[src/rtl/histeq_ram.sv]
// Generic single-write, single-read RAM with registered read data.
module histeq_ram #(
   parameter int WIDTH = 8,
   parameter int DEPTH = 256
) (
   input  logic                     clock,
   input  logic                     wr_en,
   input  logic [$clog2(DEPTH)-1:0] wr_addr,
   input  logic [WIDTH-1:0]         wr_data,
   input  logic                     rd_en,
   input  logic [$clog2(DEPTH)-1:0] rd_addr,
   output logic [WIDTH-1:0]         rd_data
);

   logic [WIDTH-1:0] mem_ff [DEPTH];
   logic [WIDTH-1:0] rd_data_ff;

   always_ff @(posedge clock) begin
      if (wr_en) begin
         mem_ff[wr_addr] <= wr_data;
      end
      if (rd_en) begin
         rd_data_ff <= mem_ff[rd_addr];
      end
   end

   assign rd_data = rd_data_ff;

endmodule

[config.mk]
export PLATFORM = sky130hd
export DESIGN_NAME = histeq_ram
export DESIGN_NICKNAME = d
export VERILOG_FILES = /design/src/rtl/histeq_ram.sv
export SDC_FILE = /design/constraint.sdc
export NUM_CORES = 2
export LEC_CHECK = 0
export BUFFER_PORTS_ARGS = -buffer_cell sky130_fd_sc_hd__buf_2
export CORE_ASPECT_RATIO = 0.7
export CORE_MARGIN = 5
export CORE_UTILIZATION = 30
export CTS_CLUSTER_SIZE = 12
export DETAILED_ROUTE_END_ITERATION = 8
export PLACE_DENSITY_LB_ADDON = 0.25
export SETUP_SLACK_MARGIN = 0.5
export SLEW_MARGIN = 20
export SYNTH_ARGS = -nofsm -noshare
export SYNTH_HDL_FRONTEND = slang
export SYNTH_SLANG_ARGS = --single-unit
export TNS_END_PERCENT = 1
[constraint.sdc]
create_clock -name clock -period 6.7 [get_ports clock]
set_clock_uncertainty 0.05 [all_clocks]
set_input_delay 1.34 -clock clock [delete_from_list [all_inputs] [get_ports clock]]
set_output_delay 1.34 -clock clock [all_outputs]
set_load 0.005 [all_outputs]
== Word-level counts from Yosys, hierarchy flattened ==
Memory sizes are Yosys's and may differ from the RTL's. A register that Yosys moved wholly into a read port is not among the register bits.
Cells that the tools add are included.
Storage, ports and cells
  memories: 1
  word-level logic and storage cells: 3
  RAM bits: 2048
  flip-flop bits (word level): 0
Memories
  mem_ff: words 256, width 8, rd ports 1, clocked after memory_dff 1, write ports 1, RTL line 15  | logic [WIDTH-1:0] mem_ff [DEPTH];
Cells by class
  muxes and demuxes: 2
Operators by type and width (number)
  1-bit 2-to-1 mux: 2

== Longest topological paths before layout ==
  depth in word-level cells: 2
  depth in mapped cells: 11
  depth with buffers taken out: 6

== Worst setup path after synthesis ==
Ideal clock, no wire load.
  path kind: input-to-reg
  start point: input rd_addr[0]
  end point: register rd_data_ff[2] (netlist: rd_data[2]), read port of mem_ff (data pin)
  required time: 6.381 ns
  stages on the path: 9
  setup slack: 3.234 ns
  arrival time: 3.147 ns
  setup time: 0.269 ns
  cells stage by stage: buf_6 buf_12 buf_8 buf_2 mux4_2 a22oi_1 a21oi_1 nor4_1 nor4_2
RTL lines
  start: declaration: RTL line 11  | input logic [$clog2(DEPTH)-1:0] rd_addr,
  end: declaration: RTL line 16  | logic [WIDTH-1:0] rd_data_ff;

==> metrics.yaml <==
status: "complete, no violations"
p_total_mw: 25.8
slew_viol_final: 0
root_buffer: "clkbuf_16"
rsz0062_at_grt: "no"
drt_wl_total_um: 220000
max-cap-violations: 0
antenna_left: 0
die_y_um: 441
drive_gt1_share_pct: 21.4
crit_path_cell_trace: "buf_4 > buf_4 > nand3b_1 > o22ai_1 > o21ai_0 > nand3_1 > nor4_1 > buf_4 > nor4_2"
std_cell_rows: 158
synth_edf_count: 2056
final_hold_viol_count: 0
clock_path_buffers: 4
hp-class: "in2reg"
syn_avg_cell_area_um2: 21.3
tightestPinTransition_ns: 1.17
final_common_cell: "edfxtp_1"
slew_headroom_pct: 21.7
criticalPathCategory: "in2reg"
ctsResizeCount: 0
max-vdd-ir-drop_mv: 0.206
seq_area_frac_synth_pct: 77.5
area_delta_synth_final_pct: 12.4
power.density_nw_per_um2: 288
grtUsageTotal_pct: 15.6
critPathLaunch: "rd_addr[3]"
post_cts_buffers: 0
leakage_nw: 26.7
yosysUniqueCellTypes: 54
fmax_mhz: 218
start_util_pct: 30.1
netlist_instances: 3733
gpl.final_weighted_congestion: 0.794
coreArea_um2: 265000
dpl_cell_area_um2: 83900
io_buffers: 34
first_pass_iters: 6
dr.first_iter.drc_count: 4612
holdBufCountCts: 0
stdcell_area_um2: 89600
timing.rr.start: "mem_ff[12][2]"
mostFrequentLayoutCells: "2056 x edfxtp_1, 454 x mux4_2, 275 x nor2_1"
ys_warn_count: 0
synthesis.area_um2: 79600
required_ns: 7.21
nNetsFinal: 3870
grt_antenna_before_repair: 24
grt_pass1_wl_um: 308000
cts.sink_count: 2056
route.detailed.wl_per_inst_um: 29.6
ys.flop_type: "edfxtp_1"
cts_tree: "built"
cp-endpoint: "rd_data[2]"
max_stage_delay_ns: 0.84
setup_viol: 0
clkTransAtPathRegs_ns: 0.06
utilization_pct: 33.9
finalNonFillerCells: 7443
grt_max_degree: 178
clk_latency_ns: 0.86
grt_overflow: 0
finalCritPeriodShare_pct: 68.3
path_common_cell: "buf_4"
synth-seq-cells: 2056
dpl.hpwl_um: 133000
drt_drc_violations_left: 0
htreeDepth: 4
numCtsBuffers: 206
r2r-end: "rd_data[2]"
io_pins: 35
startpoint_type: "primary input"
period_needed_ns: 4.58
syn-num-nets: 3760
path_max_fanout: 35
arrival_ns: 5.09
die_w_um: 626
async_reset_ff_share_pct: 0
finalSetupTns_ns: 0
ff2ff_path_depth: 6
viasPerCell: 5.20
dp.cells: 7154
worst_path_max_delay_cell: "nor4_1"
grt_pass1_vias: 38400
die_area_um2: 276000
end_kind: "register"
r2r_setup_slack_ns: 3.57
vias: 38700
cell type report:
type,count,area (um2)
clock inverter,31,251
inverter,2,7.51
clock buffer,252,5330
multi-input combinational,1442,16500
antenna,5,12.5
timing repair buffer,135,1280
sequential,2056,61700
fill,24800,175000
tap,3520,4400
worst min path at each step:
stage                         startpoint              to  cells past startpoint
after floorplan            mem_ff[40][3]      rd_data[3]                      6
after global placement    mem_ff[116][7]      rd_data[7]                      5
after detailed placement   mem_ff[40][3]      rd_data[3]                      6
after CTS                          rd_en      rd_data[4]                      1
after global routing               rd_en      rd_data[6]                      1
final                         wr_data[4]  mem_ff[230][4]                      1
cell families (layout without fill, tap and decap cells):
logic type | Yosys count | count (layout) | synth area share (%)
DFF | 2056 | 2056 | 77.5
muxes | 591 | 591 | 14.6
and+or+nand+nor | 466 | 466 | 2.63
AOI/OAI and AO/OA | 385 | 385 | 3.42
other | 0 | 5 | 0
buffers and inverters | 235 | 420 | 1.83
critical path, delay by kind of cell:
kind / cells / cell delay, ns
AND/OR/NAND/NOR: 4 / 1.74
AO/OA/AOI/OAI: 2 / 0.63
buffers and inverters: 3 / 1.24
synth_stat cells (2+ instances only):
cell type	number	share of area, %
o21ai_1	2	0.013
buf_12	8	0.20
a221oi_1	13	0.14
o32ai_1	4	0.044
nor2_1	282	1.3
a22oi_1	133	1.3
buf_6	21	0.30
nand4_1	10	0.079
o21ai_0	10	0.063
nand2b_1	8	0.063
o211ai_1	10	0.094
nand3_1	34	0.21
nor4_1	24	0.19
a22o_1	8	0.088
a211oi_1	16	0.15
clkbuf_1	111	0.52
and3b_1	2	0.022
buf_1	22	0.10
mux4_2	454	13
nor3_1	22	0.14
o22a_1	5	0.055
and2_1	6	0.047
a2111oi_1	2	0.025
a311oi_1	2	0.022
buf_2	31	0.19
mux4_1	2	0.066
o221ai_1	46	0.51
o22ai_1	28	0.22
a31oi_1	2	0.016
nand2_1	33	0.16
a2111oi_0	2	0.022
buf_8	13	0.25
nor2b_1	31	0.24
mux2i_1	134	1.7
nor4_2	3	0.047
buf_4	27	0.25
a21oi_1	96	0.60
nand3b_1	2	0.019
or2_2	4	0.031
edfxtp_1	2056	78
routing by layer:
metal	track usage [%]	part of all wire (%)	vias up	wire [um]
li1	-	-	15900	-
met1	24.4	47	21100	104000
met2	22.2	43	1513	94100
met3	3.34	8.1	271	17900
met4	3.47	2.0	2	4350
met5	0	0.0059	-	13
flip-flops by register name (all words and copies together), names as in the netlist:
register and cells:
mem_ff 2048, rd_data 8
metrics by stage:
step                setup slack, ns  hold slack (ns)
CTS                            2.21            0.848
global route                   2.08            0.860
finish                         2.12            0.860
floorplan                      3.23            0.814
detailed placement             1.30             1.13
global placement               1.25             1.15
where the power goes:
group	leakage [nW]	switching, mW	total (mW)	internal, mW
Clock	2.71	4.70	10.3	5.61
Sequential	18.5	0.0161	14.2	14.2
Combinational	5.55	0.889	1.32	0.427
Power figures use the tool's default switching activity.
