`src/rtl/histeq_pkg.sv`:
```
// Shared constants, types and codes for the histogram equalizer.
package histeq_pkg;

   localparam int COUNT_WIDTH    = 20;
   localparam int TOTAL_WIDTH    = 21;
   localparam int PIXEL_WIDTH    = 8;
   localparam int NUM_BINS       = 256;
   localparam int BIN_ADDR_WIDTH = 8;
   localparam int OUT_MAX        = 255;

   // Each bin adds 2 * 255 times its count to the running numerator.
   localparam int BIN_SCALE      = 2 * OUT_MAX;
   localparam int PROD_WIDTH     = COUNT_WIDTH + 9;
   localparam int CUM_WIDTH      = COUNT_WIDTH + BIN_ADDR_WIDTH;
   localparam int NUM_WIDTH      = CUM_WIDTH + 10;
   localparam int ACC_WIDTH      = TOTAL_WIDTH + 9;
   localparam int CMP_WIDTH      = (NUM_WIDTH > ACC_WIDTH) ? NUM_WIDTH : ACC_WIDTH;

   localparam logic FUNC_COUNT = 1'b0;
   localparam logic FUNC_MAP   = 1'b1;

   typedef struct packed {
      logic                      busy;
      logic                      rd_en;
      logic [BIN_ADDR_WIDTH-1:0] rd_addr;
      logic                      wr_en;
      logic [BIN_ADDR_WIDTH-1:0] wr_addr;
      logic [PIXEL_WIDTH-1:0]    wr_data;
   } build_port_type;

endpackage

```
`src/rtl/histeq_build.sv`:
```
// Sequencer that walks the histogram and writes the equalization table.
module histeq_build
   import histeq_pkg::*;
(
   input  logic                       clock,
   input  logic                       reset,
   input  logic                       start,
   input  logic [TOTAL_WIDTH-1:0]     total,
   input  logic [COUNT_WIDTH-1:0]     bin_value,
   output build_port_type             port
);

   typedef enum logic [4:0] {
      B_IDLE = 5'b00001,
      B_READ = 5'b00010,
      B_MUL  = 5'b00100,
      B_ACC  = 5'b01000,
      B_STEP = 5'b10000
   } build_state_type;

   build_state_type           state_ff, state_in;
   logic [BIN_ADDR_WIDTH-1:0] idx_ff, idx_in;
   logic [PIXEL_WIDTH-1:0]    k_ff, k_in;
   logic [CMP_WIDTH-1:0]      num_ff, num_in;
   logic [CMP_WIDTH-1:0]      acc_ff, acc_in;
   logic [PROD_WIDTH-1:0]     prod_ff, prod_in;
   logic [CMP_WIDTH-1:0]      step;
   logic                      can_step;

   // acc holds 2 * total * (k + 1); k rises while that stays within the numerator.
   assign step     = CMP_WIDTH'({total, 1'b0});
   assign can_step = (total != '0) && (k_ff != PIXEL_WIDTH'(OUT_MAX)) && (acc_ff <= num_ff);
   assign prod_in  = PROD_WIDTH'(bin_value) * PROD_WIDTH'(BIN_SCALE);

   always_comb begin
      state_in     = state_ff;
      idx_in       = idx_ff;
      k_in         = k_ff;
      num_in       = num_ff;
      acc_in       = acc_ff;
      port.busy    = (state_ff != B_IDLE);
      port.rd_en   = 1'b0;
      port.rd_addr = idx_ff;
      port.wr_en   = 1'b0;
      port.wr_addr = idx_ff;
      port.wr_data = (total == '0) ? '0 : k_ff;
      case (state_ff)
         B_IDLE: begin
            if (start) begin
               state_in = B_READ;
               idx_in   = '0;
               k_in     = '0;
               num_in   = CMP_WIDTH'(total);
               acc_in   = step;
            end
         end
         B_READ: begin
            port.rd_en = 1'b1;
            state_in   = B_MUL;
         end
         B_MUL: begin
            state_in = B_ACC;
         end
         B_ACC: begin
            num_in   = num_ff + CMP_WIDTH'(prod_ff);
            state_in = B_STEP;
         end
         B_STEP: begin
            if (can_step) begin
               k_in   = k_ff + 1'b1;
               acc_in = acc_ff + step;
            end else begin
               port.wr_en = 1'b1;
               idx_in     = idx_ff + 1'b1;
               if (idx_ff == BIN_ADDR_WIDTH'(NUM_BINS - 1)) begin
                  state_in = B_IDLE;
               end else begin
                  state_in = B_READ;
               end
            end
         end
         default: begin
            state_in = B_IDLE;
         end
      endcase
   end

   always_ff @(posedge clock) begin
      if (reset) begin
         state_ff <= B_IDLE;
      end else begin
         state_ff <= state_in;
      end
      idx_ff  <= idx_in;
      k_ff    <= k_in;
      num_ff  <= num_in;
      acc_ff  <= acc_in;
      prod_ff <= prod_in;
   end

endmodule
```
`config.mk`:
```
export PLATFORM = sky130hd
export DESIGN_NAME = histeq_build
export DESIGN_NICKNAME = d
export VERILOG_FILES = /design/src/rtl/histeq_pkg.sv /design/src/rtl/histeq_build.sv
export SDC_FILE = /design/constraint.sdc
export NUM_CORES = 1
export LEC_CHECK = 0
export ABC_CLOCK_PERIOD_IN_PS = 5700
export BUFFER_PORTS_ARGS = -buffer_cell sky130_fd_sc_hd__buf_2
export CORE_UTILIZATION = 60
export CTS_BUF_LIST = sky130_fd_sc_hd__clkbuf_2
export CTS_CLUSTER_SIZE = 24
export DETAILED_ROUTE_END_ITERATION = 8
export PLACE_DENSITY = 0.87
export SLEW_MARGIN = 5
export SYNTH_ARGS = -nofsm -noshare
export SYNTH_HDL_FRONTEND = slang
export SYNTH_SLANG_ARGS = --single-unit
```
`constraint.sdc`:
```
create_clock -name clock -period 5.7 [get_ports clock]
set_input_delay 1.14 -clock clock [delete_from_list [all_inputs] [get_ports clock]]
set_output_delay 1.14 -clock clock [all_outputs]
set_load 0.05 [all_outputs]
```
# Word-level counts from Yosys, hierarchy flattened
# Cells that the tools add are included.
# totals
register_bits	125
wordCells	51
# op_classes
addsub	4
n_mul	1
magnitude_cmp	1
n_eq_ne	11
mux	18
reduce_logical	10
# op_table
operator	count
$pmux W38 S2	2
$mux W38	3
$add A38 B22 Y38	1
$add A38 B29 Y38	1
$le A38 B38 Y1	1
$mux W8	4
$pmux W8 S2	2
$mul A20 B8 Y28 const B	1
$pmux W5 S5	1
$logic_not A21 Y1	1
$reduce_bool A21 Y1	1
$add A8 B1 Y8 const B	2
$mux W5	2
$eq A8 B8 Y1 const B	1
$ne A8 B8 Y1 const B	1
$ne A2 B2 Y1 const B	3
$reduce_and A3 Y1	2
$eq A5 B1 Y1 const B	1
$eq A5 B2 Y1 const B	1
$eq A5 B3 Y1 const B	1
$eq A5 B4 Y1 const B	1
$eq A5 B5 Y1 const B	1
$ne A5 B1 Y1 const B	1
$reduce_and A2 Y1	2
other kinds (4)	8

# Depth between registers and ports, before layout
# Gate-level depths: netlist (run 1).
# depth
ltp_word	5
mapped_depth	18

# Worst setup path before layout (run 1)
# Ideal clock, no wire load.
# synth_path
path_kind	input-to-reg
start	input port bin_value[0]
end	register prod_ff[22]
setup_ns	0.129
t_arrival_ns	5.208
path_slack_ns	0.363
cell_stages	18
n_path_buf	0
cell_sequence	inv_1 fa_1 inv_1 fa_1 inv_1 fa_1 fa_1 inv_1 ha_1 o21a_1 o31a_1 o21ai_0 a21oi_1 o21ai_1 o21bai_1 a21o_1 a2111oi_0 nor2_1
# synth_between
elab_chain_len	1
# synth_lines
item	line	source
start: declaration	histeq_build.sv:9	input logic [COUNT_WIDTH-1:0] bin_value,
$mul A20 B8 Y28	histeq_build.sv:33	assign prod_in = PROD_WIDTH'(bin_value) * PROD_WIDTH'(BIN_SCALE);
named net prod_in[22]	histeq_build.sv:26	logic [PROD_WIDTH-1:0] prod_ff, prod_in;
end signal: assignment	histeq_build.sv:98	prod_ff <= prod_in;
end: declaration	histeq_build.sv:26	
# The timed path passes the listed nets, and every way through them passes these cells.
# A chain may end at the register's enable or synchronous reset.

# Worst setup path after layout (run 1)
# layout_path
start	input port bin_value[3]
end	register prod_ff[22]
# Same word-level chain as after synthesis.

==> flow_summary.yaml, run 1 <==
floorplan:
  num_rows: 51
  io_pins: 71
  floorplan.initialDensity: 0.6168
  fp.coreArea_um2: 19650
  die-width_um: 144.1
  die-area_um2: 20780
  die_height_um: 144.1
grt:
  grt_start_max_net_pins: 68
  via_count_of_the_first_global_routing_pass: 8831
  groute.usage.overall: 0.2502
  first_pass_grt_wire_length_um: 41210
  total_global_routing_overflow: 0
  number_of_antenna_violations_at_the_first_check_in_global_routing: 1
placed_design:
  dp_hpwl_um: 20250
  dpl.cell_count: 1593
  dp_slack_ps: -60.27
  finalWeightedCongestion: 0.9424
  place.port_buffers: 70
  dpl-instance-area_um2: 12730
job:
  max_cap_violations: 0
clock_network:
  hold_buffers: 0
  clock-sinks: 124
  htree_num_levels: 4
  clkTransAtPathRegs_ps: 210
  cts_resized: 0
  ctsLongestPathBuffers: 2
  cts.root.buffer_cell: "clkbuf_2"
  cts_tree: "done"
  post-cts-setup-buffer-count: 0
  worst_skew_late_latency_ps: 710
  cts_buffers: 17
logic_synthesis:
  yosys_register_bits: 124
  ys_top_cells_by_area: "edfxtp_1 (23%), fa_1 (15%), ha_1 (14%)"
  post_synth.cell_area_avg_um2: 9.486
  synth_compound_gate_area_share: 0.1596
  synth.mux.area_fraction: 0.002580
  post_synth_simple_gate_area: 0.1356
  adder_cell_area_share_of_the_yosys_netlist: 0.2913
  number_of_enable_flip_flop_cells_after_synthesis: 91
  netlist.top_cell.by_area: "edfxtp_1"
  syn-instance-count: 1278
  synth.lib_cells_used.distinct: 78
  synthXorXnorAreaFrac: 0.05563
  synth-seq-area-share: 0.2799
  synth_area_um2: 12120
  warning_count_from_the_yosys_run: 0
  most_common_cell_in_the_synthesized_netlist: "inv_1"
  postSynth.asyncResetShare: 0
  synth.top_cells.by_count: "inv_1 (198), ha_1 (135), fa_1 (92)"
  yosys_most_used_dff: "edfxtp_1"
  syn-num-nets: 1549
  synth_top_family_by_area: "adder cells"
  netlist.area_leader.share: 0.2254
critical_path:
  path_max_fanout: 5
  startpoint_type: "primary input"
  cp_cell_sequence: "buf_2 -> fa_1 -> fa_1 -> fa_1 -> inv_1 -> fa_1 -> inv_1 -> ha_1 -> a21o_1 -> a21o_1 -> o21ai_0 -> a21oi_1 -> o21ai_1 -> o21bai_1 -> a21o_1 -> a2111oi_0 -> nor2_1"
  crit_path_end_kind: "register"
  setup.worst_path.class: "primary input to register"
  critical_path.slowest_cell: "fa_1"
  required_arrival_time_at_the_worst_endpoint_ps: 6290
  arrival_ps: 5690
  rr_endpoint: "acc_ff[12]"
  worst-path-buf-inv: 3
  rr_startpoint: "acc_ff[33]"
  worst_setup_path_endpoint: "prod_ff[22]"
  crit_family: "adder cells"
  critPathMaxStageDelay_ps: 550
  critical_path.startpoint: "bin_value[3]"
  critPathMostFrequentCell: "fa_1"
  reg2reg_depth: 7
  timing.reg2reg.setup_slack_ps: 1410
  worst-path-stages: 17
sta:
  report.final.setup_viol: 0
  finalHoldWorstSlack_ps: 636.8
  post-route-min-period_ps: 5101
  worst_clock_skew_ps: 29.58
  layout_worst_path_cycle_share: 0.8950
  drv_slew: 0
  layout_setup_ws_ps: 598.6
  final-hold-violation-count: 0
  rsz0062_at_grt: "false"
  maxSlewHeadroom: 0.2144
  final.setup.tns_ps: 0
  max_slew.worst_pin.slew_ps: 1166
  max_clock_freq_mhz: 196.0
power_and_ir_drop:
  power_density_nw_per_um2: 458.1
  peakVddDrop_uv: 280.6
  power.static_leakage_nw: 6.066
  p_total_mw: 5.941
routing:
  dr_total_vias: 9286
  firstDrtPassIters: 6
  wire_per_inst_um: 15.35
  viasPerCell: 5.711
  drtAntennaViolNets: 0
  wirelength_um: 24960
  remaining_drc_errors: 0
  dr.first_iter.drc_count: 510
finish:
  fin_util: 0.6598
  drive_above_1_share: 0.1022
  final_nets: 1618
  final_cell_count_no_fill: 1626
  postLayoutCellArea_um2: 12970
  flow.area_growth_from_synthesis_pct: 6.966
worst_hold_path:
  hp-class: "register to register"
  startpoint_of_the_tightest_hold_check_path: "state_ff[2]"
status:
  outcome: "finished clean"
area by class of cell:
class                      count  area (µm²)
tap                          265       331.6
multi-input combinational    923        7815
timing repair buffer          83       447.9
sequential                   124        3393
clock buffer                  18       90.09
clock inverter                14       143.9
inverter                     198       743.2
antenna                        1       2.502
fill                        1581        6686
cell usage in the layout, fill, tap and decap left out, types with 6 or more instances in the layout:
cell type | Yosys | final
fa_1 | 92 | 92
o21a_1 | 12 | 12
o21ai_0 | 69 | 69
buf_4 | 8 | 13
xnor2_1 | 47 | 47
nand2b_1 | 15 | 15
nor3_1 | 19 | 19
a21oi_1 | 74 | 74
o21bai_1 | 6 | 6
edfxtp_1 | 91 | 91
and2_1 | 10 | 10
xor2_1 | 30 | 30
a21o_1 | 46 | 46
nor2_1 | 69 | 69
or3_1 | 11 | 11
nor4_1 | 9 | 9
dfxtp_1 | 33 | 33
o31ai_1 | 13 | 13
or2_2 | 6 | 7
nand2_1 | 84 | 84
nor2b_1 | 18 | 18
nand3_1 | 26 | 26
o21ai_1 | 8 | 8
clkbuf_2 | 1 | 18
a31oi_1 | 6 | 6
nand4_1 | 17 | 17
ha_1 | 135 | 135
a211oi_1 | 9 | 9
buf_2 | 1 | 70
or4_1 | 8 | 8
o211ai_1 | 9 | 9
and3_1 | 13 | 13
inv_1 | 198 | 198
cell families (layout without fill, tap and decap cells):
group,count (synthesis),in the layout
compound gates,293,293
xor+xnor,77,77
fa+ha+maj,227,227
buf+inv,231,313
flops,124,124
mux,3,3
other cells,0,1
simple gates,323,323
power by group:
group          total [mW]  internal [mW]  switching (mW)
registers            1.34           1.22           0.114
clock network       0.565          0.205           0.360
logic                4.04           1.80            2.24
total                5.94           3.23            2.71
worst min path at each step:
| stage | to | slack, ps | cells past startpoint |
|---|---|---|---|
| after floorplan | state_ff[3] | 570 | 1 |
| after global placement | state_ff[3] | 590 | 1 |
| after detailed placement | state_ff[3] | 610 | 1 |
| after CTS | prod_ff[1] | 630 | 2 |
| after global routing | prod_ff[1] | 650 | 2 |
| final | state_ff[3] | 640 | 1 |
layer usage:
metal / wire, µm / GRT usage / vias up / part of all wire
met1: 11040 / 0.3389 / 4350 / 0.44
met5: 0 / 0 / - / 0
met2: 11950 / 0.4231 / 338 / 0.48
met4: 338 / 0.06205 / 0 / 0.014
met3: 1629 / 0.03444 / 28 / 0.065
li1: - / - / 4570 / -
state kept, by name, summed over array words and instances (netlist names):
register / count
state_ff: 5
k_ff: 8
idx_ff: 8
acc_ff: 37
prod_ff: 28
num_ff: 38
Power figures use the tool's default switching activity.
==> run 2, diff against run 1 <==
--- a/config.mk
+++ b/config.mk
@@ -6,12 +6,12 @@
 export NUM_CORES = 1
 export LEC_CHECK = 0
 export ABC_CLOCK_PERIOD_IN_PS = 5700
-export BUFFER_PORTS_ARGS = -buffer_cell sky130_fd_sc_hd__buf_2
 export CORE_UTILIZATION = 60
 export CTS_BUF_LIST = sky130_fd_sc_hd__clkbuf_2
 export CTS_CLUSTER_SIZE = 24
 export DETAILED_ROUTE_END_ITERATION = 8
-export PLACE_DENSITY = 0.87
+export DONT_BUFFER_PORTS = 1
+export PLACE_DENSITY = 0.78
 export SLEW_MARGIN = 5
 export SYNTH_ARGS = -nofsm -noshare
 export SYNTH_HDL_FRONTEND = slang
==> flow_summary.yaml, run 2 (synthesis results as in run 1) <==
sta:
  worst_clock_skew_ps: 63.07
  max_clock_freq_mhz: 190.8
  drv_slew: 0
  layout_worst_path_cycle_share: 0.9193
  max_slew.worst_pin.slew_ps: 1100
  final-hold-violation-count: 0
  layout_setup_ws_ps: 460.1
  report.final.setup_viol: 0
  final.setup.tns_ps: 0
  post-route-min-period_ps: 5240
  maxSlewHeadroom: 0.2587
  rsz0062_at_grt: "false"
routing:
  firstDrtPassIters: 5
  dr_total_vias: 8767
  drtAntennaViolNets: 0
  wirelength_um: 24430
  wire_per_inst_um: 15.76
  viasPerCell: 5.656
  remaining_drc_errors: 0
  dr.first_iter.drc_count: 441
power_and_ir_drop:
  peakVddDrop_uv: 295.1
  power.static_leakage_nw: 5.755
  p_total_mw: 5.728
  power_density_nw_per_um2: 456.2
clock_network:
  cts_tree: "done"
  hold_buffers: 0
  htree_num_levels: 4
  cts_buffers: 17
  cts.root.buffer_cell: "clkbuf_2"
  ctsLongestPathBuffers: 2
  clock-sinks: 124
  clkTransAtPathRegs_ps: 210
  cts_resized: 0
  post-cts-setup-buffer-count: 0
  worst_skew_late_latency_ps: 710
grt:
  groute.usage.overall: 0.2447
  first_pass_grt_wire_length_um: 39840
  grt_start_max_net_pins: 67
  total_global_routing_overflow: 0
  number_of_antenna_violations_at_the_first_check_in_global_routing: 1
  via_count_of_the_first_global_routing_pass: 8498
critical_path:
  crit_family: "compound AO/OA/AOI/OAI gates"
  required_arrival_time_at_the_worst_endpoint_ps: 4560
  path_max_fanout: 6
  setup.worst_path.class: "register to output port"
  crit_path_end_kind: "output port"
  arrival_ps: 4100
  critPathMaxStageDelay_ps: 890
  cp_cell_sequence: "ha_1 -> nand4_1 -> nor4_1 -> nand3_1 -> o211ai_1 -> a221o_1 -> o41ai_1 -> a21oi_1"
  startpoint_type: "register"
  worst-path-buf-inv: 0
  critical_path.slowest_cell: "a21oi_1"
worst_hold_path:
  hp-class: "primary input to register"
placed_design:
  finalWeightedCongestion: 0.8958
  place.port_buffers: 0
  dpl-instance-area_um2: 12340
  dp_hpwl_um: 19800
  dp_slack_ps: 11.75
finish:
  final_nets: 1542
  fin_util: 0.6388
  largest_register: "num_ff"
  largest_register_ff_count: 38
  drive_above_1_share: 0.04907
  postLayoutCellArea_um2: 12550
  layout.cells.most_common: "inv_1"
  layout_common_cells: "inv_1 (198), ha_1 (135), fa_1 (92)"
  final.fill_count: 1674
  largestRegisters: "num_ff (38), acc_ff (37), prod_ff (28)"
  flow.area_growth_from_synthesis_pct: 3.560
floorplan:
  io_pins: 71
  floorplan.initialDensity: 0.6168
  die_height_um: 144.1
  num_rows: 51
  die-area_um2: 20780
  die-width_um: 144.1
  fp.coreArea_um2: 19650
job:
  max_cap_violations: 0
status:
  outcome: "finished clean"
[run 2: report_power, final]
part	internal, mW	total, mW	switching (mW)
Sequential	1.22	1.38	0.160
Clock	0.198	0.533	0.335
Combinational	1.70	3.81	2.11
Total	3.12	5.73	2.61
[run 2: worst paths after layout]
| kind | slack [ps] | end | cells after the start | startpoint |
|---|---|---|---|---|
| setup / recovery | 460 | port[16] | 8 | acc_ff[33] |
| hold / removal | 490 | prod_ff[1] | 0 | bin_value[0] |
| setup reg to reg | 1580 | acc_ff[16] | 8 | acc_ff[33] |
| hold reg to reg | 630 | state_ff[3] | 1 | state_ff[2] |
[run 2: layout make-up]
class / count / area (µm²) / share of cell area
Sequential cell: 124 / 3393 / 0.2703
Tap cell: 265 / 331.6 / 0.02641
Timing Repair Buffer: 7 / 52.55 / 0.004186
Inverter: 198 / 743.2 / 0.05920
Clock inverter: 14 / 126.4 / 0.01007
Multi-Input combinational cell: 923 / 7815 / 0.6225
Clock buffer: 18 / 90.09 / 0.007176
Antenna cell: 1 / 2.502 / 0.0001993
[run 2: stage by stage]
| stage | instances | hold WS [ps] |
|---|---|---|
| after floorplan | 1278 | 570.7 |
| after global placement | 1517 | 596.4 |
| after detailed placement | 1517 | 596.2 |
| after CTS | 1549 | 444.2 |
| after global routing | 1550 | 390.2 |
| final | 1550 | 490.0 |
[run 2: worst reg2reg max path: cells and delay by family (launching register included)]
kind	cells	cell delay, ps
DFF	1	530
and+or+nand+nor	5	1910
AOI/OAI and AO/OA	1	700
buffers and inverters	1	330
adders and majority gates	1	340
[run 2: routing by layer]
metal | track usage | up-vias | share of wire
li1 | - | 4411 | -
met1 | 0.3320 | 4074 | 0.46
met3 | 0.03212 | 33 | 0.054
met5 | 0 | - | 0
met4 | 0.07202 | 0 | 0.019
met2 | 0.4088 | 249 | 0.46
